==> src/sv/qshs_pkg.sv <==
// qshs_pkg: shared types and constants of the quadric surface height solver
// no dependencies; imported by the cells and the top level
package qshs_pkg;

    // intermediate values saturate to +-(2^62 - 1)
    localparam logic signed [63:0] LIM = 64'sh3FFF_FFFF_FFFF_FFFF;

    typedef enum logic [1:0] {
        ST_QUAD   = 2'd0,
        ST_LIN    = 2'd1,
        ST_DEGEN  = 2'd2,
        ST_NOROOT = 2'd3
    } status_t;

    typedef enum logic [2:0] {
        REG_XX_YY   = 3'd0,
        REG_ZZ_XY   = 3'd1,
        REG_YZ_XZ   = 3'd2,
        REG_LIN_XY  = 3'd3,
        REG_LIN_ZC  = 3'd4,
        REG_THRESH  = 3'd5
    } cfg_reg_t;

    // side data that travels with an item through the cell chains
    typedef struct packed {
        logic              vld;
        status_t           status;
        logic              neg;
        logic signed [63:0] a;
        logic signed [63:0] b;
        logic signed [63:0] c;
    } side_t;

    // 32 by 32 partial products of a magnitude product, with the product sign
    typedef struct packed {
        logic        neg;
        logic [63:0] p00;
        logic [63:0] p01;
        logic [63:0] p10;
        logic [63:0] p11;
    } mul_pp_t;

endpackage

==> src/sv/qshs_sqrt_cell.sv <==
// qshs_sqrt_cell: one restoring square root step, two radicand bits per cell
// depends on qshs_pkg
module qshs_sqrt_cell
    import qshs_pkg::*;
#(
    parameter int RAD_W = 78,
    parameter int ROOT_W = 39
) (
    input  logic              aclk,
    input  logic              aresetn,
    input  logic              en,
    input  logic [RAD_W-1:0]  rad_in,
    input  logic [ROOT_W+1:0] rem_in,
    input  logic [ROOT_W-1:0] root_in,
    input  side_t             side_in,
    output logic [RAD_W-1:0]  rad_out,
    output logic [ROOT_W+1:0] rem_out,
    output logic [ROOT_W-1:0] root_out,
    output side_t             side_out
);

    logic [ROOT_W+1:0] rem_sh;
    logic [ROOT_W+1:0] trial;
    logic              take;
    logic [RAD_W-1:0]  rad_reg;
    logic [ROOT_W+1:0] rem_reg;
    logic [ROOT_W-1:0] root_reg;
    side_t             side_reg;

    always_comb begin
        rem_sh = {rem_in[ROOT_W-1:0], rad_in[RAD_W-1:RAD_W-2]};
        trial  = {root_in, 2'b01};
        take   = (rem_sh >= trial);
    end

    always_ff @(posedge aclk) begin
        if (!aresetn) begin
            side_reg.vld <= 1'b0;
        end else if (en) begin
            side_reg <= side_in;
        end
        if (en) begin
            rad_reg  <= {rad_in[RAD_W-3:0], 2'b00};
            rem_reg  <= take ? (rem_sh - trial) : rem_sh;
            root_reg <= {root_in[ROOT_W-2:0], take};
        end
    end

    assign rad_out  = rad_reg;
    assign rem_out  = rem_reg;
    assign root_out = root_reg;
    assign side_out = side_reg;

endmodule

==> config.mk <==
export PLATFORM = sky130hd
export DESIGN_NAME = qshs_sqrt_cell
export DESIGN_NICKNAME = d
export VERILOG_FILES = /design/src/sv/qshs_pkg.sv /design/src/sv/qshs_sqrt_cell.sv
export SDC_FILE = /design/constraint.sdc
export NUM_CORES = 1
export LEC_CHECK = 0
export ABC_CLOCK_PERIOD_IN_PS = 5900
export BUFFER_PORTS_ARGS = -buffer_cell sky130_fd_sc_hd__buf_2
export CORE_AREA = 4 4 278 280
export CTS_BUF_LIST = sky130_fd_sc_hd__clkbuf_2 sky130_fd_sc_hd__clkbuf_4 sky130_fd_sc_hd__clkbuf_8
export CTS_CLUSTER_SIZE = 20
export DETAILED_ROUTE_END_ITERATION = 8
export DIE_AREA = 0 0 282 284
export GPL_TIMING_DRIVEN = 1
export PLACE_DENSITY = 0.47
export SETUP_SLACK_MARGIN = 0.02
export SYNTH_ARGS = -nofsm -noshare
export SYNTH_HDL_FRONTEND = slang
export SYNTH_SLANG_ARGS = --single-unit
==> constraint.sdc <==
create_clock -name aclk -period 5.9 [get_ports aclk]
set_input_delay 1.18 -clock aclk [delete_from_list [all_inputs] [get_ports aclk]]
set_output_delay 1.18 -clock aclk [all_outputs]
set_load 0.005 [all_outputs]
Word level (Yosys, flattened, before mapping)
Index checks and enable logic that the tools add are counted.
{"block": "op_classes", "addsub": 1, "multipliers": 0, "div_mod_pow": 0, "magnitude_cmp": 1, "eq_ne": 0, "shifts": 0, "muxes": 1, "n_bitwise": 0, "n_reduce_logical": 1}
{"cell": ">= comparator 41 bit", "n": 1}
{"cell": "2-to-1 mux 41 bit", "n": 1}
{"cell": "subtractor 41 bit", "n": 1}
{"cell": "AND reduction 2 bit", "n": 1}
{"block": "word_totals", "register_bits": 352, "latch_bits": 0, "mem_bits_rw": 0, "romBits": 0, "input_bits": 357, "out_inout_bits": 354, "elab_cells": 13, "mem_count": 0}

Depth between registers and ports, before layout
Gate-level depths: netlist of run 1.
{"block": "depth", "depth_word": 2, "depth_mapped": 12, "ltp_nobuf": 10}

Worst setup path after synthesis of run 1
Ideal clock, no wire load.
{"block": "synth_path", "path_type": "input to register", "from": "input port en", "to": "register side_reg, in the netlist side_out[0], enable pin", "setup_time_ns": 0.578, "arrival_ns": 5.606, "required_time_ns": 5.322, "setup_slack_ns": -0.284, "cell_stages": 1, "path_buffers": 0, "path_cell_list": "and2_1"}
{"block": "synth_via", "elab_chain_cells": 1}
{"item": "start: declaration", "line_no": "qshs_sqrt_cell.sv:11", "source": "input logic en,"}
{"item": "AND reduction 2 bit (no line)"}
{"item": "end signal: assignment", "line_no": "qshs_sqrt_cell.sv:40", "source": "side_reg <= side_in;"}
{"item": "end: declaration", "line_no": "qshs_sqrt_cell.sv:28", "source": "side_t side_reg;"}
Every way passes these cells.
A chain may end at the register's enable or synchronous reset.

Final worst setup path of run 1
{"block": "layout_path", "from": "input port root_in[13]", "to": "register rem_reg[14], in the netlist rem_out[14] (data pin)"}
{"block": "layout_via", "elab_chain_cells": 2}
{"item": "start: declaration", "line_no": "qshs_sqrt_cell.sv:14", "source": "input logic [ROOT_W-1:0] root_in,"}
{"item": ">= comparator 41 bit", "line_no": "qshs_sqrt_cell.sv:33", "source": "take = (rem_sh >= trial);"}
{"item": "2-to-1 mux 41 bit", "line_no": "qshs_sqrt_cell.sv:44", "source": "rem_reg <= take ? (rem_sh - trial) : rem_sh;"}
{"item": "end signal: assignment", "line_no": "qshs_sqrt_cell.sv:44"}
{"item": "end: declaration", "line_no": "qshs_sqrt_cell.sv:26", "source": "logic [ROOT_W+1:0] rem_reg;"}
Every way passes these cells.

==> impl_results.md, run 1 <==
* Worst Skew at 0 ns
* Clock sinks at 352
* Leak at 8.41 nW
* Unrepaired setup endpoints after global routing: false
* Hold buffers post-CTS at 0
* GPL Wtd Cong at 0.838
* Critical path arrival at 4.29 ns
* Met2 usage at 28.3%
* CTS tree: built
* Num rows at 100
* Ports at 711
* Detailed Route Iter0 Violations at 541
* Area Growth Syn to Fin at 43.2%
* Non-filler instance count after layout at 2625
* Post-CTS setup buffers at 0
* Distinct cells, synth at 71
* First-pass GRT wire length at 92100 um
* Top-area cell type share of the netlist area at 75.3%
* Seq cells post-synth at 352
* CTS Buffer Depth at 3
* Share of layout cells above drive strength 1 at 52.4%
* Clock Tree Root: clkbuf_8
* Gr ovfl total at 0
* Die footprint at 80100 um^2
* Cell with the most instances after synthesis: edfxtp_1
* Skew-Pair Late Insertion Delay at 0.64 ns
* Final period util at 66.5%
* Initial antenna violation count at 41
* Final Max Tran Viols at 0
* Number of vias per cell at 4.10
* Synthesized cell area at 14000 um^2
* MaxCap Viol Count at 0
* Place WS at 1.20 ns
* Met1 Use GR at 14.5%
* EDFF count, synth at 351
* Number of vias after detailed routing at 10800
* Starting Density at 18.8%
* Main synth FF type: edfxtp_1
* Final setup viols at 0
* Most frequent cells after synthesis: edfxtp_1 (351), inv_1 (47), a21oi_1 (44), nand2_1 (44), ha_1 (41)
* Fin. Hold Viols at 0
* Final wirelength at 69000 um
* CP max-delay cell: nor4_1
* Inst Count DP at 2493
* Setup TNS at 0 ns
* DPL Wire Length at 56000 um
* Status: finished, final reports clean
* Chip width at 282 um
* Fmax achieved at 255 MHz
* Family with the most delay on the worst path: simple AND/OR/NAND/NOR gates
* Worst-path cell chain: buf_2 -> inv_1 -> ha_1 -> nand4_1 -> nor4_1 -> a31o_1 -> a221oi_2 -> o21a_2 -> inv_2 -> buf_4 -> mux2_4
* Final setup margin at 1.98 ns
* Worst path required time at 6.27 ns
* Multi-input logic area at 3100 um^2
* Worst Tran Pin Value at 1.17 ns
* Core area at 74400 um^2
* Reg area at 10600 um^2
* Cells after synthesis at 840
* Hold WS at 0.525 ns
* Crit path buf inv count at 4
* Worst VDD drop at 0.153 mV
* Max_slew headroom at 21.8%
* Largest net degree at the start of global routing at 175
* First drt pass iteration count at 4
* Buffers on Ports at 706
* Slowest stage delay, CP at 0.68 ns
* GRT Total Usage at 16.5%
* Syn. warnings at 0
* H-Tree Level Count at 3
* CP max FO at 30
* Synth area leaders: edfxtp_1 (75%), ha_1 (3.7%), mux2_4 (3.1%)
* Most used routing layer: met2
* Clock-pin slew on the worst setup and hold paths at 0.06 ns
* Critical path depth in cells at 11
* CP endpoint kind: flip-flop
* Seq/Total Area, Yosys at 75.5%
* PostCTS Resize Cnt at 0
* Crit path kind: input pin to flip-flop
* Post-layout minimum cycle time at 3.92 ns
* Hold-critical path depth at 2
* Detail Route Antenna Nets at 0
* CTS Buf Count at 69
* Reg2reg path depth at 2
* Async set-reset flop share out of synthesis at 0%
* Vias in the first global route at 11400
* DR WL/cell at 26.3 um
* Met3 Track Usage GR at 9.84%
* HP Class: flip-flop to flip-flop
* Die H at 284 um
* Avg Synthesized Cell Area at 16.7 um^2
* Synth area leader: edfxtp_1
* Detailed-route DRC error count at 0
* Critical Path Start Type: input pin
* Final #Nets at 1993
* Pwr/cell area at 325 nW/um^2
* Filler instances at 7788
## cell type report
cell class | count | share of cell area (%)
antenna | 16 | 0.200
sequential | 352 | 52.7
tap | 969 | 6.05
multi-input combinational | 413 | 15.5
clock buffer | 85 | 5.37
timing repair buffer | 711 | 18.0
inverter | 48 | 0.899
clock inverter | 31 | 1.31
## worst min-delay path: stages (launching register included)
cell	delay, ns
dfxtp_1	0.31
mux2i_1	0.12
nor2b_1	0.05
## placed cells by master, fill, tap and decap left out, types with 5 or more instances in the layout
master / n
clkinv_1: 15
inv_1: 47
nand3_1: 14
a21oi_1: 44
o211ai_1: 18
o21bai_1: 5
o31ai_1: 10
xnor2_1: 21
clkbuf_4: 15
clkinv_2: 7
nand4_1: 14
diode_2: 16
xor2_1: 9
o21ai_1: 9
clkbuf_8: 70
ha_1: 41
edfxtp_1: 351
nor3_1: 10
and2_1: 5
o21ai_0: 16
buf_2: 705
a21o_1: 9
o21a_1: 9
or3_1: 8
mux2_4: 29
nor2_1: 25
nand2_1: 44
## metrics by stage
| step | util (%) | instance area, um^2 | power [mW] |
|---|---|---|---|
| 2_1_floorplan | - | 14000 | 3.49 |
| 3_3_place_gp | 25.1 | 18700 | 4.06 |
| 3_5_place_dp | 25.1 | 18700 | 4.07 |
| 4_1_cts | 26.9 | 20000 | 6.64 |
| 5_1_grt | 26.9 | 20000 | 6.82 |
| 6_report | 26.9 | 20000 | 6.51 |
## power by group
part | switching (mW) | internal, mW | total (mW) | leakage (nW)
sequential | 0.0509 | 2.99 | 3.04 | 3.36
clock | 1.16 | 1.34 | 2.51 | 0.703
combinational | 0.564 | 0.398 | 0.962 | 4.34
## worst paths after layout
path                                                    to  slack, ns                        from
worst max register to register  side_out[195]$_SDFFE_PN0P_       5.31  side_out[195]$_SDFFE_PN0P_
worst min register to register  side_out[195]$_SDFFE_PN0P_       0.53  side_out[195]$_SDFFE_PN0P_
worst max-delay path                 rem_out[14]$_DFFE_PP_       1.98                 root_in[13]
worst min-delay path            side_out[195]$_SDFFE_PN0P_       0.53  side_out[195]$_SDFFE_PN0P_
## cells by family after synthesis
family                     count (synthesis)  share of synthesized area [%]
DFF                                      352                           75.5
AOI/OAI and AO/OA                        156                           7.52
buffers and inverters                     76                           2.38
adders and majority gates                 41                           3.67
and+or+nand+nor                          150                           5.56
other                                      1                         0.0268
muxes                                     34                           3.48
xor gates and xnor gates                  30                           1.88
## routing by layer
metal | wire [um] | share of wire [%] | vias to the layer above
li1 | - | - | 4782
met1 | 21100 | 31 | 5236
met2 | 34300 | 50 | 543
met3 | 8780 | 13 | 184
met4 | 4570 | 6.6 | 30
met5 | 194 | 0.28 | -
## sequential cells by signal (all words and copies together), names as in the netlist
name / flops
side_out: 196
root_out: 39
rem_out: 41
rad_out: 76
No activity file was read; power rests on OpenSTA's default activity.
==> inputs of run 2 (changes only) <==
- ABC_CLOCK_PERIOD_IN_PS: 5900 -> 4100
- CORE_AREA: 4 4 278 280 -> 4 4 274 276
- DIE_AREA: 0 0 282 284 -> 0 0 278 280
- PLACE_DENSITY: 0.47 -> 0.46
- clock period: 5.9 -> 4.1 ns (I/O delays scaled with it)
==> run 2 against run 1 <==
  * Global-route usage rose by 0.057 points
  * Clock power rose by 43%
  * Total power rose by 44%
  * First-iteration DRC count rose by 25%
  * Critical path depth rose by 1
  * Clock skew did not move
  * Sequential share of layout area fell by 0.39 points
  * Sequential power rose by 44%
  * Via count rose by 1.0%
==> impl_results.md, run 2 (synthesis results as in run 1) <==
* CTS tree: built (unchanged)
* Final #Nets at 2012 (was 1993)
* Ports at 711 (unchanged)
* First drt pass iteration count at 5 (was 4)
* Crit path kind: input pin to flip-flop (unchanged)
* Final Max Tran Viols at 0 (unchanged)
* Critical path arrival at 3.78 ns (was 4.29 ns)
* GPL Wtd Cong at 0.881 (was 0.838)
* Number of vias per cell at 4.14 (was 4.10)
* Post-CTS setup buffers at 0 (unchanged)
* MaxCap Viol Count at 0 (unchanged)
* Worst reg2reg path startpoint: side_out[195]$_SDFFE_PN0P_ (unchanged)
* Die H at 280 um (was 284 um)
* GRT Total Usage at 16.5% (about the same)
* First-pass GRT wire length at 90500 um (was 92100 um)
* Reg-to-reg slack, setup at 3.50 ns (was 5.31 ns)
* Starting Density at 19.3% (was 18.8%)
* Number of vias after detailed routing at 10900 (was 10800)
* Initial antenna violation count at 38 (was 41)
* Most frequent cells in the layout: buf_2 (705), edfxtp_1 (351), clkbuf_8 (68), inv_1 (47) (was buf_2 (705), edfxtp_1 (351), clkbuf_8 (70), inv_1 (47))
* Leak at 8.52 nW (was 8.41 nW)
* Fin. Hold Viols at 0 (unchanged)
* Multi-input logic area at 3100 um^2 (unchanged)
* Unrepaired setup endpoints after global routing: false (unchanged)
* Reg area at 10600 um^2 (unchanged)
* Filler instances at 7686 (was 7788)
* Critical R2R Capture: side_out[195]$_SDFFE_PN0P_ (unchanged)
* Critical Path Start: root_in[16] (was root_in[13])
* Max_slew headroom at 41.5% (was 21.8%)
* Final period util at 80.0%
* Final setup viols at 0 (unchanged)
* Fin util at 27.8% (was 26.9%)
* Core area at 72600 um^2 (was 74400 um^2)
* DR WL/cell at 25.8 um (was 26.3 um)
* Worst path required time at 4.59 ns (was 6.27 ns)
* Final setup margin at 0.820 ns (was 1.98 ns)
* Post-layout minimum cycle time at 3.28 ns
* Reg2reg path depth at 2 (unchanged)
* Worst Tran Pin Value at 0.877 ns (was 1.17 ns)
* Skew-Pair Late Insertion Delay at 0.64 ns (about the same)
* PostCTS Resize Cnt at 0 (unchanged)
* Critical path destination: rem_out[32]$_DFFE_PP_ (was rem_out[14]$_DFFE_PP_)
* Clock sinks at 352 (unchanged)
* Clock Tree Root: clkbuf_8 (unchanged)
* Status: finished, final reports clean (unchanged)
* Detailed Route Iter0 Violations at 674 (was 541)
* Place WS at 0.277 ns (was 1.20 ns)
* Pwr/cell area at 464 nW/um^2 (was 325 nW/um^2)
* Worst Skew at 0 ns (unchanged)
* Share of layout cells above drive strength 1 at 53.1% (was 52.4%)
* Fmax achieved at 305 MHz
* Placed inst area at 18800 um^2 (was 18700 um^2)
* Gr ovfl total at 0 (unchanged)
* Hold buffers post-CTS at 0 (unchanged)
* CTS Buf Count at 68 (was 69)
* Vias in the first global route at 11400 (about the same)
* Commonest non-fill, non-tap cell in the layout: buf_2 (unchanged)
* Detailed-route DRC error count at 0 (unchanged)
* Setup TNS at 0 ns (unchanged)
* Die footprint at 77800 um^2 (was 80100 um^2)
* DPL Wire Length at 55800 um (was 56000 um)
* Max reg flops at 196 (unchanged)
* Largest net degree at the start of global routing at 61 (was 175)
* Critical Path Start Type: input pin (unchanged)
* Num rows at 99 (was 100)
* Buffers on Ports at 706 (unchanged)
* Worst VDD drop at 0.194 mV (was 0.153 mV)
* CTS Buffer Depth at 3 (unchanged)
* Clock-pin slew on the worst setup and hold paths at 0.06 ns (about the same)
* Total Power at 9.36 mW (was 6.51 mW)
* Post-route cell area at 20200 um^2 (was 20000 um^2)
* Chip width at 278 um (was 282 um)
* Final wirelength at 67800 um (was 69000 um)
* HP Class: input pin to flip-flop (was flip-flop to flip-flop)
* CP max FO at 12 (was 30)
* Detail Route Antenna Nets at 0 (unchanged)
* H-Tree Level Count at 3 (unchanged)
* Area Growth Syn to Fin at 44.3% (was 43.2%)
* CP endpoint kind: flip-flop (unchanged)
[run 2: cell types whose count changed in the layout (fill, tap and decap cells not counted), sizes merged]
cell,previous run,this run
buf,711,731
diode,16,10
bufinv,3,4
clkbuf,85,86
clkinv,24,23
clkinvlp,0,1
inv,52,53
[run 2: metal layers]
metal / wire length [um] / GRT usage [%] / vias to the layer above / part of all wire [%]
li1: - / - / 4817 / -
met3: 6940 / 7.46 / 197 / 10
met2: 34800 / 29.5 / 534 / 51
met1: 21500 / 15.5 / 5303 / 32
met4: 4460 / 10.2 / 36 / 6.6
met5: 219 / 0 / - / 0.32
[run 2: critical path, cell delays in order]
cell	delay (ns)
buf_2	0.10
inv_1	0.06
ha_1	0.47
a21oi_1	0.14
o21ai_0	0.24
a31o_1	0.29
nor4b_2	0.35
a21oi_4	0.10
o21a_2	0.23
buf_4	0.20
o41ai_1	0.57
buf_4	0.19
[run 2: layout make-up]
type	instances	area share, %
tap	959	5.94
antenna	10	0.124
multi-input combinational	413	15.4
sequential	352	52.3
clock inverter	33	1.39
inverter	48	0.893
timing repair buffer	731	18.7
clock buffer	86	5.31
[run 2: worst min path at each step]
stage                                            end  depth (start not counted)                       start  slack, ns
final                        side_out[138]$_DFFE_PP_                          1                side_in[138]       0.35
after detailed placement  side_out[195]$_SDFFE_PN0P_                          2  side_out[195]$_SDFFE_PN0P_       0.52
after global routing         side_out[157]$_DFFE_PP_                          1                side_in[157]       0.29
after CTS                       rad_out[5]$_DFFE_PP_                          1                   rad_in[3]       0.26
after floorplan           side_out[195]$_SDFFE_PN0P_                          2  side_out[195]$_SDFFE_PN0P_       0.51
after global placement    side_out[195]$_SDFFE_PN0P_                          2  side_out[195]$_SDFFE_PN0P_       0.51
[run 2: report_power, final]
group	total, mW	leakage [nW]	switching (mW)	internal, mW
Clock	3.60	0.710	1.62	1.98
Combinational	1.38	4.44	0.791	0.592
Sequential	4.38	3.36	0.0764	4.30
[run 2: per-stage QoR]
step                      instances  hold WS [ns]
after floorplan                 841         0.507
after global placement         2503         0.514
after detailed placement       2503         0.520
after CTS                      2622         0.264
after global routing           2625         0.290
final                          2632         0.352
