===== config.mk =====
export PLATFORM = sky130hd
export DESIGN_NAME = qshs_div_cell
export DESIGN_NICKNAME = d
export VERILOG_FILES = /design/src/sv/qshs_pkg.sv /design/src/sv/qshs_div_cell.sv
export SDC_FILE = /design/constraint.sdc
export NUM_CORES = 1
export LEC_CHECK = 0
export BUFFER_PORTS_ARGS = -buffer_cell sky130_fd_sc_hd__buf_2
export CORE_AREA = 2 2 379 381
export CTS_CLUSTER_DIAMETER = 30
export DETAILED_ROUTE_END_ITERATION = 6
export DIE_AREA = 0 0 381 383
export HOLD_SLACK_MARGIN = 0.06
export MAX_ROUTING_LAYER = met4
export SETUP_SLACK_MARGIN = 0.1
export SYNTH_ARGS = -nofsm -noshare
export SYNTH_HDL_FRONTEND = slang
export SYNTH_SLANG_ARGS = --single-unit

===== constraint.sdc =====
create_clock -name aclk -period 5.3 [get_ports aclk]
set_input_delay 0 -clock aclk [delete_from_list [all_inputs] [get_ports aclk]]
set_output_delay 0 -clock aclk [all_outputs]
set_load 0.02 [all_outputs]

===== src/sv/qshs_pkg.sv =====
// qshs_pkg: shared types and constants of the quadric surface height solver
// no dependencies; imported by the cells and the top level
package qshs_pkg;

    // intermediate values saturate to +-(2^62 - 1)
    localparam logic signed [63:0] LIM = 64'sh3FFF_FFFF_FFFF_FFFF;

    typedef enum logic [1:0] {
        ST_QUAD   = 2'd0,
        ST_LIN    = 2'd1,
        ST_DEGEN  = 2'd2,
        ST_NOROOT = 2'd3
    } status_t;

    typedef enum logic [2:0] {
        REG_XX_YY   = 3'd0,
        REG_ZZ_XY   = 3'd1,
        REG_YZ_XZ   = 3'd2,
        REG_LIN_XY  = 3'd3,
        REG_LIN_ZC  = 3'd4,
        REG_THRESH  = 3'd5
    } cfg_reg_t;

    // side data that travels with an item through the cell chains
    typedef struct packed {
        logic              vld;
        status_t           status;
        logic              neg;
        logic signed [63:0] a;
        logic signed [63:0] b;
        logic signed [63:0] c;
    } side_t;

    // 32 by 32 partial products of a magnitude product, with the product sign
    typedef struct packed {
        logic        neg;
        logic [63:0] p00;
        logic [63:0] p01;
        logic [63:0] p10;
        logic [63:0] p11;
    } mul_pp_t;

endpackage


===== src/sv/qshs_div_cell.sv =====
// qshs_div_cell: one restoring division step, one quotient bit per cell
// depends on qshs_pkg
module qshs_div_cell
    import qshs_pkg::*;
#(
    parameter int DIV_W = 78
) (
    input  logic             aclk,
    input  logic             aresetn,
    input  logic             en,
    input  logic [DIV_W-1:0] num_in,
    input  logic [63:0]      rem_in,
    input  logic [DIV_W-1:0] quo_in,
    input  logic [63:0]      den_in,
    input  side_t            side_in,
    output logic [DIV_W-1:0] num_out,
    output logic [63:0]      rem_out,
    output logic [DIV_W-1:0] quo_out,
    output logic [63:0]      den_out,
    output side_t            side_out
);

    logic [63:0]      rem_sh;
    logic             take;
    logic [DIV_W-1:0] num_reg;
    logic [63:0]      rem_reg;
    logic [DIV_W-1:0] quo_reg;
    logic [63:0]      den_reg;
    side_t            side_reg;

    always_comb begin
        rem_sh = {rem_in[62:0], num_in[DIV_W-1]};
        take   = (rem_sh >= den_in);
    end

    always_ff @(posedge aclk) begin
        if (!aresetn) begin
            side_reg.vld <= 1'b0;
        end else if (en) begin
            side_reg <= side_in;
        end
        if (en) begin
            num_reg <= {num_in[DIV_W-2:0], 1'b0};
            rem_reg <= take ? (rem_sh - den_in) : rem_sh;
            quo_reg <= {quo_in[DIV_W-2:0], take};
            den_reg <= den_in;
        end
    end

    assign num_out  = num_reg;
    assign rem_out  = rem_reg;
    assign quo_out  = quo_reg;
    assign den_out  = den_reg;
    assign side_out = side_reg;

endmodule


==> summary.txt, run 1 <==
Placed design
  • GPL Wtd Cong: between 0.9 and 1
  • DP Wirelength: between 80,000 and 90,000 um
  • Number of I/O port buffers: approximately 960

Synth
  • Netlist cell types: 64
  • Fraction of registers with async set or reset after synthesis: 0%
  • Synthesized net count: 1,825
  • Primary FF master, synth: edfxtp_1
  • Yosys warns: 0
  • Mean post-synth cell area: 15.1 um^2
  • Post-synthesis sequential area ratio: ~75%
  • Post-synthesis instance area: 19,200 um^2
  • Post-synth EDFFs: 478
  • Synth Instances: between 1,000 and 1,500
  • #FFs+latches synth: 479

Clock network
  • Hold-fix buffers at CTS: 871
  • Max clock buf depth: 3
  • Post-CTS Setup Bufs: 0
  • CTS root buf: clkbuf_16
  • Cts bufs inserted: between 100 and 150
  • Clock sink count: ~480
  • H-tree lvl count: 4
  • Post-CTS sizing: 0

Floorplan
  • Initial Utilization: a little over an eighth
  • Die Height: around 380 um
  • Die width: around 380 um
  • Top Ports: a little under 1,000
  • Std cell rows: 139

Outcome
  • Status: aborted with a tool error
  • Failing step: 4_1_cts
  • Log Error: [ERROR RSZ-0060] Max buffer count reached.
## synth_stat cells (all sizes together) (4+ instances only)
master    n  area [um^2]
edfxtp  478        14400
a21oi   115          579
inv      94          353
nor2     85          319
ha       64          801
nand2    64          240
o21ai    56          280
a21o     38          285
xnor2    32          280
clkbuf   22         82.6
xor2     21          184
nand4    20          125
buf      18          104
nor3     18         95.1
nand3    15         75.1
o21bai   15          113
a211oi   11         87.6
a31oi    11         68.8
and4     11         96.3
and2      9         58.8
nand2b    7         43.8
or2       6         37.5
nor2b     5         31.3
o21a      5         37.5
o31ai     5         37.5
or3       5         31.3
nor4      4         25.0
o221ai    4         35.0
## through the flow
step | worst slack, ps | utilization, % | hold WS (ps) | instance area [um^2] | cells
after detailed placement | 984 | 18.6 | 178 | 26400 | 4114
after floorplan | 296 | - | 98.9 | 19200 | 1277
after global placement | 934 | 18.6 | 177 | 26400 | 4114
## cell families after synthesis
group,after synthesis,synth area share (%)
other cells,1,0.0195
flops,479,74.7
xor+xnor,53,2.41
buf+inv,134,2.80
simple gates,254,6.33
mux,3,0.156
fa+ha+maj,65,4.27
compound gates,288,9.29
==> run 2, diff against run 1 <==
==> config.mk (replaced) <==
export PLATFORM = sky130hd
export DESIGN_NAME = qshs_div_cell
export DESIGN_NICKNAME = d
export VERILOG_FILES = /design/src/sv/qshs_pkg.sv /design/src/sv/qshs_div_cell.sv
export SDC_FILE = /design/constraint.sdc
export NUM_CORES = 1
export LEC_CHECK = 0
export BUFFER_PORTS_ARGS = -buffer_cell sky130_fd_sc_hd__buf_2
export CORE_AREA = 2 2 380 382
export DETAILED_ROUTE_END_ITERATION = 6
export DIE_AREA = 0 0 382 384
export PLACE_DENSITY_LB_ADDON = 0.15
export SYNTH_ARGS = -nofsm -noshare
export SYNTH_HDL_FRONTEND = slang
export SYNTH_SLANG_ARGS = --single-unit
==> constraint.sdc (replaced) <==
create_clock -name aclk -period 6.9 [get_ports aclk]
set_input_delay 0 -clock aclk [delete_from_list [all_inputs] [get_ports aclk]]
set_output_delay 0 -clock aclk [all_outputs]
set_load 0.02 [all_outputs]
==> run 2 against run 1 <==
The flow now finishes, with violations (design-rule violations). Synthesized cell count unchanged. Area after synthesis unchanged.
==> summary.txt, run 2 <==
Synth
  • Yosys warns: 0 (unchanged)
  • Post-synthesis instance area: 19,200 um^2 (unchanged)
  • Commonest cells post-synth: 478 x edfxtp_1, 114 x a21oi_1, 93 x inv_1, 85 x nor2_1 (unchanged)
  • Post-synth EDFFs: 478 (unchanged)
  • Mean post-synth cell area: 15.1 um^2 (unchanged)
  • Count leader, synth: edfxtp_1 (unchanged)
  • #FFs+latches synth: 479 (unchanged)
  • Largest area contributor in the netlist: edfxtp_1 (unchanged)
  • Primary FF master, synth: edfxtp_1 (unchanged)
  • Fraction of registers with async set or reset after synthesis: 0% (unchanged)
  • Synth Instances: 1,277 (unchanged)
  • Netlist cell types: 64 (unchanged)
  • Area contributors post-synth: edfxtp_1 75%, ha_1 4.2%, a21oi_1 3.0% (unchanged)
  • Synthesized net count: 1,825 (unchanged)
  • Top cell type's share of synthesized area: 74.6% (unchanged)
  • Post-synthesis sequential area ratio: 74.7% (unchanged)

Timing
  • Clock skew: 0 ps
  • Fmax: 238 MHz
  • Worst Slack Setup Final: 2700 ps
  • RSZ-0062 raised after global routing: no
  • Max-Slew Margin vs Limit: roughly 16%
  • Final min period: approximately 4200 ps
  • Setup TNS Final: 0 ps
  • Final setup fails: 0
  • Final Max Slew Viols: 0
  • Final period util: around 60%
  • Fin. Hold Viols: 0
  • Min Hold Slack: between 60 and 70 ps
  • Worst-margin pin slew: 1250 ps

Placed design
  • GPL Wtd Cong: 0.895 (was 0.916)
  • Placed cells: 4,107 (was 4,114)
  • DP Wirelength: 89,700 um (was 88,200 um)
  • Number of I/O port buffers: 959 (unchanged)
  • Setup WS pre-CTS: 2450 ps (was 984 ps)

Critical path
  • Slowest cell on crit path: dlygate4sd3_1
  • Setup CP Type: input port to flip-flop
  • Cell count of the worst reg-to-reg path: 3
  • CP startpoint kind: input port
  • Worst reg2reg startpoint: side_out[195]
  • Setup crit end kind: flip-flop
  • Worst path max stage delay: around 600 ps
  • WP data required: roughly 7300 ps
  • Critical path, cell by cell: dlygate4sd3_1, buf_2, inv_1, ha_1, and2_1, nand3_1, nor3_1, inv_1, o21ba_2, a21oi_1, o221a_2, nor2_4, clkinv_2, buf_4, buf_4, a21oi_1
  • CP Max Fanout: 50
  • Crit path launch: den_in[28]
  • Arrival time at the worst endpoint: between 4000 and 5000 ps
  • R2r endpoint: side_out[195]
  • Worst R2R Setup Slack: about 5800 ps

Route
  • Routed len/inst: around 23 um
  • Post-DRT Antenna Nets: 0
  • Initial drt markers: about 800
  • Total number of vias: 17,100
  • DRC Markers: 4
  • Drt pass-1 iters: 7
  • Detailed-route vias per instance: roughly 3.6
  • WL final: ~110,000 um

Power
  • Power density cells: between 200 and 300 nW/um^2
  • Maximum vdd drop: about 0.17 mV
  • Leakage dissipation: about 14 nW

Finish
  • Final cell count without fillers: 4,793
  • Fill cells: 15,300
  • Max FFs per register: around 200
  • Fraction of layout cells with a size suffix above 1: a little under two fifths
  • Most common cell after layout, fill and taps aside: buf_2
  • Commonest non-fill, non-tap cells in the layout: 958 x buf_2, 559 x dlygate4sd3_1, 478 x edfxtp_1
  • Fin nets: between 3,000 and 4,000
  • Area grow syn2layout: 76.6%

Clock network
  • Cts bufs inserted: 61 (was 132)
  • CTS tree: built
  • H-tree lvl count: 2 (was 4)
  • Max clock buf depth: 3 (unchanged)
  • Clock sink count: 479 (unchanged)
  • Worst-path clk slew: ~60 ps
  • CTS root buf: clkbuf_16 (unchanged)
  • Worst skew pair latency: between 600 and 700 ps

Global routing
  • Antenna violations before repair: slightly below 60
  • First-pass GRT wire length: 146,000 um
  • GRT Overall Usage: 14.3%
  • Grt ovf: 0
  • Vias in the first global route: between 15,000 and 20,000
  • Largest net degree at the start of global routing: 133

Floorplan
  • Std cell rows: 139 (unchanged)
  • Top Ports: 963 (unchanged)
  • Die width: 382 um (was 381 um)
  • Initial Utilization: 13.5% (about the same)
  • Core area: roughly 140,000 um^2
  • Die Height: 384 um (was 383 um)
  • DIE AREA: approximately 150,000 um^2

Job
  • Max Cap Viol: 0

Hold path
  • Hold_sp: num_in[57]
  • Hold worst-path end: num_out[58]
  • Min-delay worst type: input port to flip-flop
  • Hold path cells: 2

Outcome
  • Status: complete, but fails checks (was aborted with a tool error)
  • Violated checks: design-rule violations
run 2: cell counts after synthesis:
Identical to the previous run, type by type.
run 2: cells by family after synthesis:
kind of cell    Yosys count  share of synthesized area, %
compound gates          288                          9.29
xor+xnor                 53                          2.41
fa+ha+maj                65                          4.27
buf+inv                 134                          2.80
flops                   479                          74.7
mux                       3                         0.156
other cells               1                        0.0195
simple gates            254                          6.33
run 2: layout make-up:
type | instances | area (um^2) | share of cell area [%]
Multi-Input combinational cell | 664 | 4330 | 12.8
Sequential cell | 479 | 14400 | 42.3
Inverter | 94 | 354 | 1.04
Clock buffer | 78 | 1590 | 4.68
Antenna cell | 14 | 35.0 | 0.103
Clock inverter | 35 | 410 | 1.21
Tap cell | 1903 | 2380 | 7.01
Timing Repair Buffer | 1526 | 10500 | 30.9
run 2: worst max path at each step:
stage                       end  slack [ps]  depth (start not counted)
finish              rem_out[18]        2700                         16
global route        rem_out[22]        2350                         16
CTS                 rem_out[36]        2580                         16
detailed placement  rem_out[27]        2450                         15
global placement    rem_out[10]        2480                         15
floorplan           side_out[0]        1900                          1
run 2: critical path: cells and delay by family:
kind | cells | cell delay (ps)
AND/OR/NAND/NOR | 4 | 850
adder cells (fa/ha/maj) | 1 | 380
buffers and inverters | 7 | 2130
AO/OA/AOI/OAI | 4 | 1090
run 2: power by group:
part | internal, mW | total [mW] | switching, mW
Clock | 1.92 | 3.27 | 1.35
Sequential | 3.49 | 3.56 | 0.0672
Combinational | 0.648 | 1.69 | 1.04
run 2: metal layers:
metal  global-route usage [%]  share of wire [%]
met2                     27.0                 53
met1                     14.4                 35
met5                        0               0.14
met4                     4.97                3.9
met3                     4.90                8.0
run 2: repair_timing:
item / CTS / global route
setup buffers: 0 / 0
endpoints found under the hold margin: 513 / 0
hold buffers: 559 / 0
resized for setup: 0 / 0
run 2: through the flow:
step	util (%)	instance area (um^2)	power, mW
2_1_floorplan	-	19200	4.33
3_3_place_gp	18.4	26300	5.07
3_5_place_dp	18.4	26300	5.06
4_1_cts	23.8	33900	8.73
5_1_grt	23.8	34000	8.93
6_report	23.8	34000	8.52
No activity file was read; power rests on OpenSTA's default activity.
==> run 3, diff against run 2 <==
==> constraint.sdc (replaced) <==
create_clock -name aclk -period 3.55 [get_ports aclk]
set_input_delay 0 -clock aclk [delete_from_list [all_inputs] [get_ports aclk]]
set_output_delay 0 -clock aclk [all_outputs]
set_load 0.02 [all_outputs]
==> run 3 against run 2 <==
Clock skew unchanged. The run now ends clean. Sequential share of layout area is 1.7 points lower. Clock-buffer cell count decreased by 9.
==> summary.txt, run 3 (same netlist as run 2, synthesis figures left out) <==
Route
  • Detailed-route vias per instance: 3.59 (was 3.57)
  • DRC Markers: 0 (was 4)
  • Drt pass-1 iters: 5 (was 7)
  • Routed len/inst: 23.1 um (was 23.0 um)
  • WL final: 114,000 um (was 110,000 um)
  • Post-DRT Antenna Nets: 0 (unchanged)
  • Total number of vias: 17,700 (was 17,100)
  • Initial drt markers: 765 (was 801)

Clock network
  • CTS root buf: clkbuf_16 (unchanged)
  • Cts bufs inserted: 61 (unchanged)
  • Worst skew pair latency: 670 ps (was 650 ps)
  • Max clock buf depth: 3 (unchanged)
  • H-tree lvl count: 2 (unchanged)
  • Worst-path clk slew: 60 ps (about the same)
  • CTS tree: built (unchanged)
  • Clock sink count: 479 (unchanged)

Timing
  • Setup TNS Final: 0 ps (unchanged)
  • Clock skew: 0 ps (unchanged)
  • Final Max Slew Viols: 0 (unchanged)
  • Final min period: between 3000 and 4000 ps
  • Final period util: between 90% and 100%
  • Final setup fails: 0 (unchanged)
  • Max-Slew Margin vs Limit: 49.5% (was 16.1%)
  • Fmax: about 300 MHz
  • RSZ-0062 raised after global routing: no (unchanged)
  • Worst-margin pin slew: 757 ps (was 1250 ps)
  • Fin. Hold Viols: 0 (unchanged)

Hold path
  • Hold worst-path end: side_out[132] (was num_out[58])
  • Hold_sp: side_in[132] (was num_in[57])
  • Min-delay worst type: input port to flip-flop (unchanged)
  • Hold path cells: 2 (unchanged)

Critical path
  • CP startpoint kind: input port (unchanged)
  • Arrival time at the worst endpoint: 3770 ps (was 4580 ps)
  • Setup crit end kind: flip-flop (unchanged)
  • Setup CP Type: input port to flip-flop (unchanged)
  • Cell count of the worst reg-to-reg path: 3 (unchanged)
  • Worst R2R Setup Slack: 2410 ps (was 5750 ps)
  • R2r endpoint: side_out[195] (unchanged)
  • Worst reg2reg startpoint: side_out[195] (unchanged)
  • CP Max Fanout: 50 (unchanged)
  • Crit path launch: den_in[25] (was den_in[28])
  • WP data required: 3980 ps (was 7280 ps)

Floorplan
  • Top Ports: 963 (unchanged)
  • DIE AREA: 147,000 um^2 (unchanged)
  • Initial Utilization: 13.5% (unchanged)
  • Core area: 143,000 um^2 (unchanged)
  • Die Height: 384 um (unchanged)
  • Std cell rows: 139 (unchanged)
  • Die width: 382 um (unchanged)

Placed design
  • Number of I/O port buffers: 959 (unchanged)
  • GPL Wtd Cong: 0.923 (was 0.895)
  • DP Wirelength: 92,100 um (was 89,700 um)

Finish
  • Commonest non-fill, non-tap cells in the layout: 955 x buf_2, 674 x dlygate4sd3_1, 478 x edfxtp_1 (was 958 x buf_2, 559 x dlygate4sd3_1, 478 x edfxtp_1)
  • Area of the multi-input gates: 4360 um^2 (was 4330 um^2)
  • Post-route core utilization: 24.8% (was 23.8%)
  • Area grow syn2layout: 84.1% (was 76.6%)
  • Register area: 14,400 um^2 (unchanged)
  • Fraction of layout cells with a size suffix above 1: 36.7% (was 37.2%)
  • Most common cell after layout, fill and taps aside: buf_2 (unchanged)
  • Fin nets: 3,516 (was 3,374)
  • Fill cells: 15,300 (about the same)
  • Max FFs per register: 196 (unchanged)

Power
  • Leakage dissipation: 14.7 nW (was 14.0 nW)
  • Power density cells: 473 nW/um^2 (was 251 nW/um^2)
  • Maximum vdd drop: 0.383 mV (was 0.170 mV)

Job
  • Max Cap Viol: 0 (unchanged)

Global routing
  • GRT Overall Usage: 14.9% (was 14.3%)
  • Grt ovf: 0 (unchanged)
  • Vias in the first global route: 19,000 (was 18,200)
  • Largest net degree at the start of global routing: 114 (was 133)
  • Antenna violations before repair: 32 (was 59)
  • First-pass GRT wire length: 153,000 um (was 146,000 um)

Outcome
  • Status: completed (was complete, but fails checks)
run 3: cell types whose count changed in the layout (fill, tap and decap cells not counted), sizes merged, moves of 3 or more:
cell,previous run,this run
buf,967,991
clkinv,19,28
diode,14,11
dlygate4sd3,559,674
clkbuf,78,72
clkinvlp,6,2
run 3: layout make-up:
cell class              instances  area share (%)
flip-flops and latches        479            40.6
repair buffers               1668            33.6
multi-input cells             664            12.3
well taps                    1903            6.72
clock buffers                  69            4.40
clock inverters                39            1.25
inverters                      94            1.00
diodes                         11          0.0777
run 3: timing repair:
action / in CTS / in global routing
setup endpoints to repair: 0 / 3
hold buffers: 674 / 0
endpoints found under the hold margin: 502 / 0
buffers inserted: 0 / 1
resized for setup: 0 / 12
run 3: worst max-delay path, stage by stage:
cell           delay (ps)
dlygate4sd3_1         560
clkbuf_4              210
inv_1                  60
ha_1                  290
a21o_1                190
a21oi_1               200
o211ai_1              120
a21bo_2               210
o21ba_2               240
a21oi_1                50
buf_4                 170
o221a_2               280
nor2_4                130
clkinv_2              120
buf_12                190
nor2_1                120
a21oi_1                40
dlygate4sd3_1         560
run 3: routing by layer:
metal | up-vias | track usage, % | part of all wire, %
li1 | 8204 | - | -
met1 | 8679 | 15.4 | 36
met2 | 658 | 28.3 | 53
met3 | 145 | 4.83 | 7.7
met4 | 14 | 4.45 | 3.0
met5 | - | 0 | 0.079
run 3: report_power, final:
group	leakage [nW]	switching [mW]	total (mW)	internal, mW
Combinational	9.11	2.07	3.46	1.40
Sequential	4.61	0.156	6.93	6.78
Clock	0.965	2.71	6.36	3.65
Total	14.7	4.93	16.8	11.8
run 3: stage by stage:
stage               total power, mW  cell area, um^2  hold WS, ps  std cells  worst slack (ps)
global route                   17.5            35400         6.75       4922              21.9
floorplan                      8.41            19200         98.9       1277               700
detailed placement             9.94            26600          178       4133               225
CTS                            17.1            35300        0.223       4915               104
finish                         16.8            35400         49.0       4927               204
global placement               9.96            26600          178       4133               130
run 3: how the worst max path moves through the flow:
| stage | to | slack (ps) | cells past startpoint |
|---|---|---|---|
| floorplan | side_out[0] | 700 | 1 |
| global placement | rem_out[58] | 130 | 16 |
| detailed placement | rem_out[62] | 230 | 16 |
| CTS | rem_out[10] | 100 | 18 |
| global route | rem_out[1] | 20 | 18 |
| finish | rem_out[10] | 200 | 18 |
==> run 4, diff against run 3 <==
--- a/config.mk
+++ b/config.mk
@@ -6,9 +6,10 @@
 export NUM_CORES = 1
 export LEC_CHECK = 0
 export BUFFER_PORTS_ARGS = -buffer_cell sky130_fd_sc_hd__buf_2
-export CORE_AREA = 2 2 380 382
+export CORE_AREA = 2 2 377 379
+export CTS_CLUSTER_DIAMETER = 50
 export DETAILED_ROUTE_END_ITERATION = 6
-export DIE_AREA = 0 0 382 384
+export DIE_AREA = 0 0 379 381
 export PLACE_DENSITY_LB_ADDON = 0.15
 export SYNTH_ARGS = -nofsm -noshare
 export SYNTH_HDL_FRONTEND = slang
==> run 4 against run 3 <==
Power is 15% higher. Global-route usage fell by 0.34 points. Critical path depth fell by 1. Combinational power is essentially flat. Die area fell by 1.6%. First-iteration DRC count up 28%. Hold slack gained 8.3 ps. Register-to-register slack lost 20 ps. Largest cell class unchanged.
==> summary.txt, run 4 (same netlist as run 2, synthesis figures left out) <==
Finish
  • Cell area after layout: 37,100 um^2 (was 35,400 um^2)
  • Area of the multi-input gates: 4390 um^2 (was 4360 um^2)
  • Most common cell after layout, fill and taps aside: buf_2 (unchanged)
  • Max FFs per register: 196 (unchanged)
  • Commonest non-fill, non-tap cells in the layout: 956 x buf_2, 723 x dlygate4sd3_1, 478 x edfxtp_1 (was 955 x buf_2, 674 x dlygate4sd3_1, 478 x edfxtp_1)
  • Fill cells: 14,900 (was 15,300)
  • Fin nets: 3,597 (was 3,516)
  • Fraction of layout cells with a size suffix above 1: 37.4% (was 36.7%)
  • Register area: 14,400 um^2 (unchanged)
  • Area grow syn2layout: 92.6% (was 84.1%)

Hold path
  • Hold worst-path end: side_out[118] (was side_out[132])
  • Hold_sp: side_in[118] (was side_in[132])
  • Min-delay worst type: input port to flip-flop (unchanged)
  • Hold path cells: 2 (unchanged)

Critical path
  • WP data required: 3980 ps (about the same)
  • Cell count of the worst reg-to-reg path: 3 (unchanged)
  • Setup crit end kind: flip-flop (unchanged)
  • Arrival time at the worst endpoint: 3820 ps (was 3770 ps)
  • CP startpoint kind: input port (unchanged)
  • R2r endpoint: side_out[195] (unchanged)
  • Worst reg2reg startpoint: side_out[195] (unchanged)
  • CP Max Fanout: 71 (was 50)
  • Setup CP Type: input port to flip-flop (unchanged)
  • Worst R2R Setup Slack: 2390 ps (was 2410 ps)

Clock network
  • Worst skew pair latency: 690 ps (was 670 ps)
  • CTS root buf: clkbuf_16 (unchanged)
  • Max clock buf depth: 3 (unchanged)
  • CTS tree: built (unchanged)
  • H-tree lvl count: 3 (was 2)
  • Worst-path clk slew: 60 ps (about the same)
  • Cts bufs inserted: 86 (was 61)
  • Clock sink count: 479 (unchanged)

Timing
  • Fmax: 295 MHz (was 299 MHz)
  • Max-Slew Margin vs Limit: 26.2% (was 49.5%)
  • Fin. Hold Viols: 0 (unchanged)
  • Setup TNS Final: 0 ps (unchanged)
  • Clock skew: 0 ps (unchanged)
  • Final period util: 95.5% (was 94.2%)
  • Final min period: 3390 ps (was 3350 ps)
  • RSZ-0062 raised after global routing: no (unchanged)
  • Worst-margin pin slew: 1110 ps (was 757 ps)
  • Final setup fails: 0 (unchanged)
  • Final Max Slew Viols: 0 (unchanged)

Power
  • Power density cells: 521 nW/um^2 (was 473 nW/um^2)
  • Switching share of power: 28.3% (was 29.4%)
  • Net Sw Power: 5.46 mW (was 4.93 mW)
  • Pint: 13.8 mW (was 11.8 mW)
  • Leakage dissipation: 15.4 nW (was 14.7 nW)
  • Flop pwr share: 36.0% (was 41.4%)
  • Clk pwr share: 45.9% (was 38.0%)
  • Maximum vdd drop: 0.381 mV (was 0.383 mV)
  • Combinational share of power: 18.1% (was 20.7%)

Floorplan
  • Core area: 141,000 um^2 (was 143,000 um^2)
  • Std cell rows: 138 (was 139)
  • Initial Utilization: 13.7% (was 13.5%)
  • Die Height: 381 um (was 384 um)
  • Die width: 379 um (was 382 um)
  • Top Ports: 963 (unchanged)
  • DIE AREA: 144,000 um^2 (was 147,000 um^2)

Placed design
  • DP Wirelength: 85,900 um (was 92,100 um)
  • Number of I/O port buffers: 959 (unchanged)
  • GPL Wtd Cong: 0.816 (was 0.923)
  • Placed cell area: 26,600 um^2 (about the same)

Global routing
  • Vias in the first global route: 19,500 (was 19,000)
  • Grt ovf: 0 (unchanged)
  • First-pass GRT wire length: 147,000 um (was 153,000 um)
  • Antenna violations before repair: 45 (was 32)
  • GRT Overall Usage: 14.6% (was 14.9%)
  • Largest net degree at the start of global routing: 147 (was 114)

Route
  • DRC Markers: 0 (unchanged)
  • Total number of vias: 18,200 (was 17,700)
  • Initial drt markers: 977 (was 765)
  • Routed len/inst: 21.7 um (was 23.1 um)
  • Drt pass-1 iters: 5 (unchanged)
  • Post-DRT Antenna Nets: 0 (unchanged)
  • Detailed-route vias per instance: 3.62 (was 3.59)
  • WL final: 109,000 um (was 114,000 um)

Job
  • Max Cap Viol: 0 (unchanged)

Outcome
  • Status: completed (unchanged)
## run 4: changes by cell type in the layout (fill, tap and decap cells not counted), moves of 4 or more
| cell | before | now |
|---|---|---|
| clkbuf_16 | 61 | 86 |
| bufinv_16 | 7 | 15 |
| inv_16 | 0 | 4 |
| diode_2 | 11 | 25 |
| buf_4 | 28 | 34 |
| clkinv_1 | 14 | 8 |
| clkbuf_1 | 8 | 12 |
| dlygate4sd3_1 | 674 | 723 |
## run 4: stage by stage
stage / hold WS, ps / worst slack, ps / total power [mW] / util, % / instances
3_3_place_gp: 177 / 181 / 9.93 / 18.9 / 4125
2_1_floorplan: 98.9 / 700 / 8.41 / - / 1277
5_1_grt: 26.8 / 17.1 / 20.1 / 26.3 / 5021
4_1_cts: 0.00949 / 20.3 / 19.6 / 26.3 / 5004
6_report: 57.3 / 159 / 19.3 / 26.4 / 5031
3_5_place_dp: 178 / 147 / 9.90 / 18.9 / 4125
## run 4: power by group through the flow
| stage | Combinational [mW] | Clock (mW) | Sequential, mW |
|---|---|---|---|
| 6_report | 3.49 | 8.86 | 6.94 |
| 5_1_grt | 3.76 | 9.38 | 6.99 |
| 4_1_cts | 3.55 | 9.15 | 6.94 |
| 3_5_place_dp | 2.86 | 0 | 7.04 |
| 3_3_place_gp | 2.87 | 0 | 7.06 |
| 2_1_floorplan | 0.775 | 0 | 7.64 |
## run 4: how the worst max path moves through the flow
| stage | depth (start not counted) | endpoint | start |
|---|---|---|---|
| after floorplan | 1 | side_out[0] | aresetn |
| after global placement | 16 | rem_out[58] | num_in[77] |
| after detailed placement | 16 | rem_out[62] | num_in[77] |
| after CTS | 16 | rem_out[59] | den_in[24] |
| after global routing | 16 | rem_out[59] | den_in[30] |
| final | 17 | rem_out[59] | den_in[28] |
## run 4: worst max-delay path: stages
cell	delay (ps)
dlygate4sd3_1	550
buf_2	240
inv_1	110
ha_1	320
and2_1	190
nand3_1	100
nor3_1	320
inv_1	80
o21ba_2	220
a21oi_1	150
buf_4	160
o221a_2	230
nor2_4	50
clkinv_2	80
buf_16	280
a21oi_1	110
dlygate4sd3_1	570
## run 4: what timing repair did
item	in CTS	in global routing
setup endpoints to repair	0	1
buffers inserted	0	2
hold endpoints to repair	495	0
resized for setup	0	16
hold buffers	724	0
## run 4: cell type report
type | instances | share of cell area [%]
tap | 1890 | 6.38
antenna | 25 | 0.169
timing repair buffer | 1724 | 33.7
sequential | 479 | 38.8
inverter | 94 | 0.956
clock buffer | 98 | 5.93
clock inverter | 57 | 2.26
multi-input combinational | 664 | 11.8
## run 4: per-layer routing
metal / up-vias / GRT usage [%] / wire [um]
li1: 8428 / - / -
met4: 14 / 6.94 / 5080
met5: - / 0 / 103
met2: 730 / 25.5 / 53900
met3: 183 / 5.81 / 10600
met1: 8833 / 15.0 / 39700
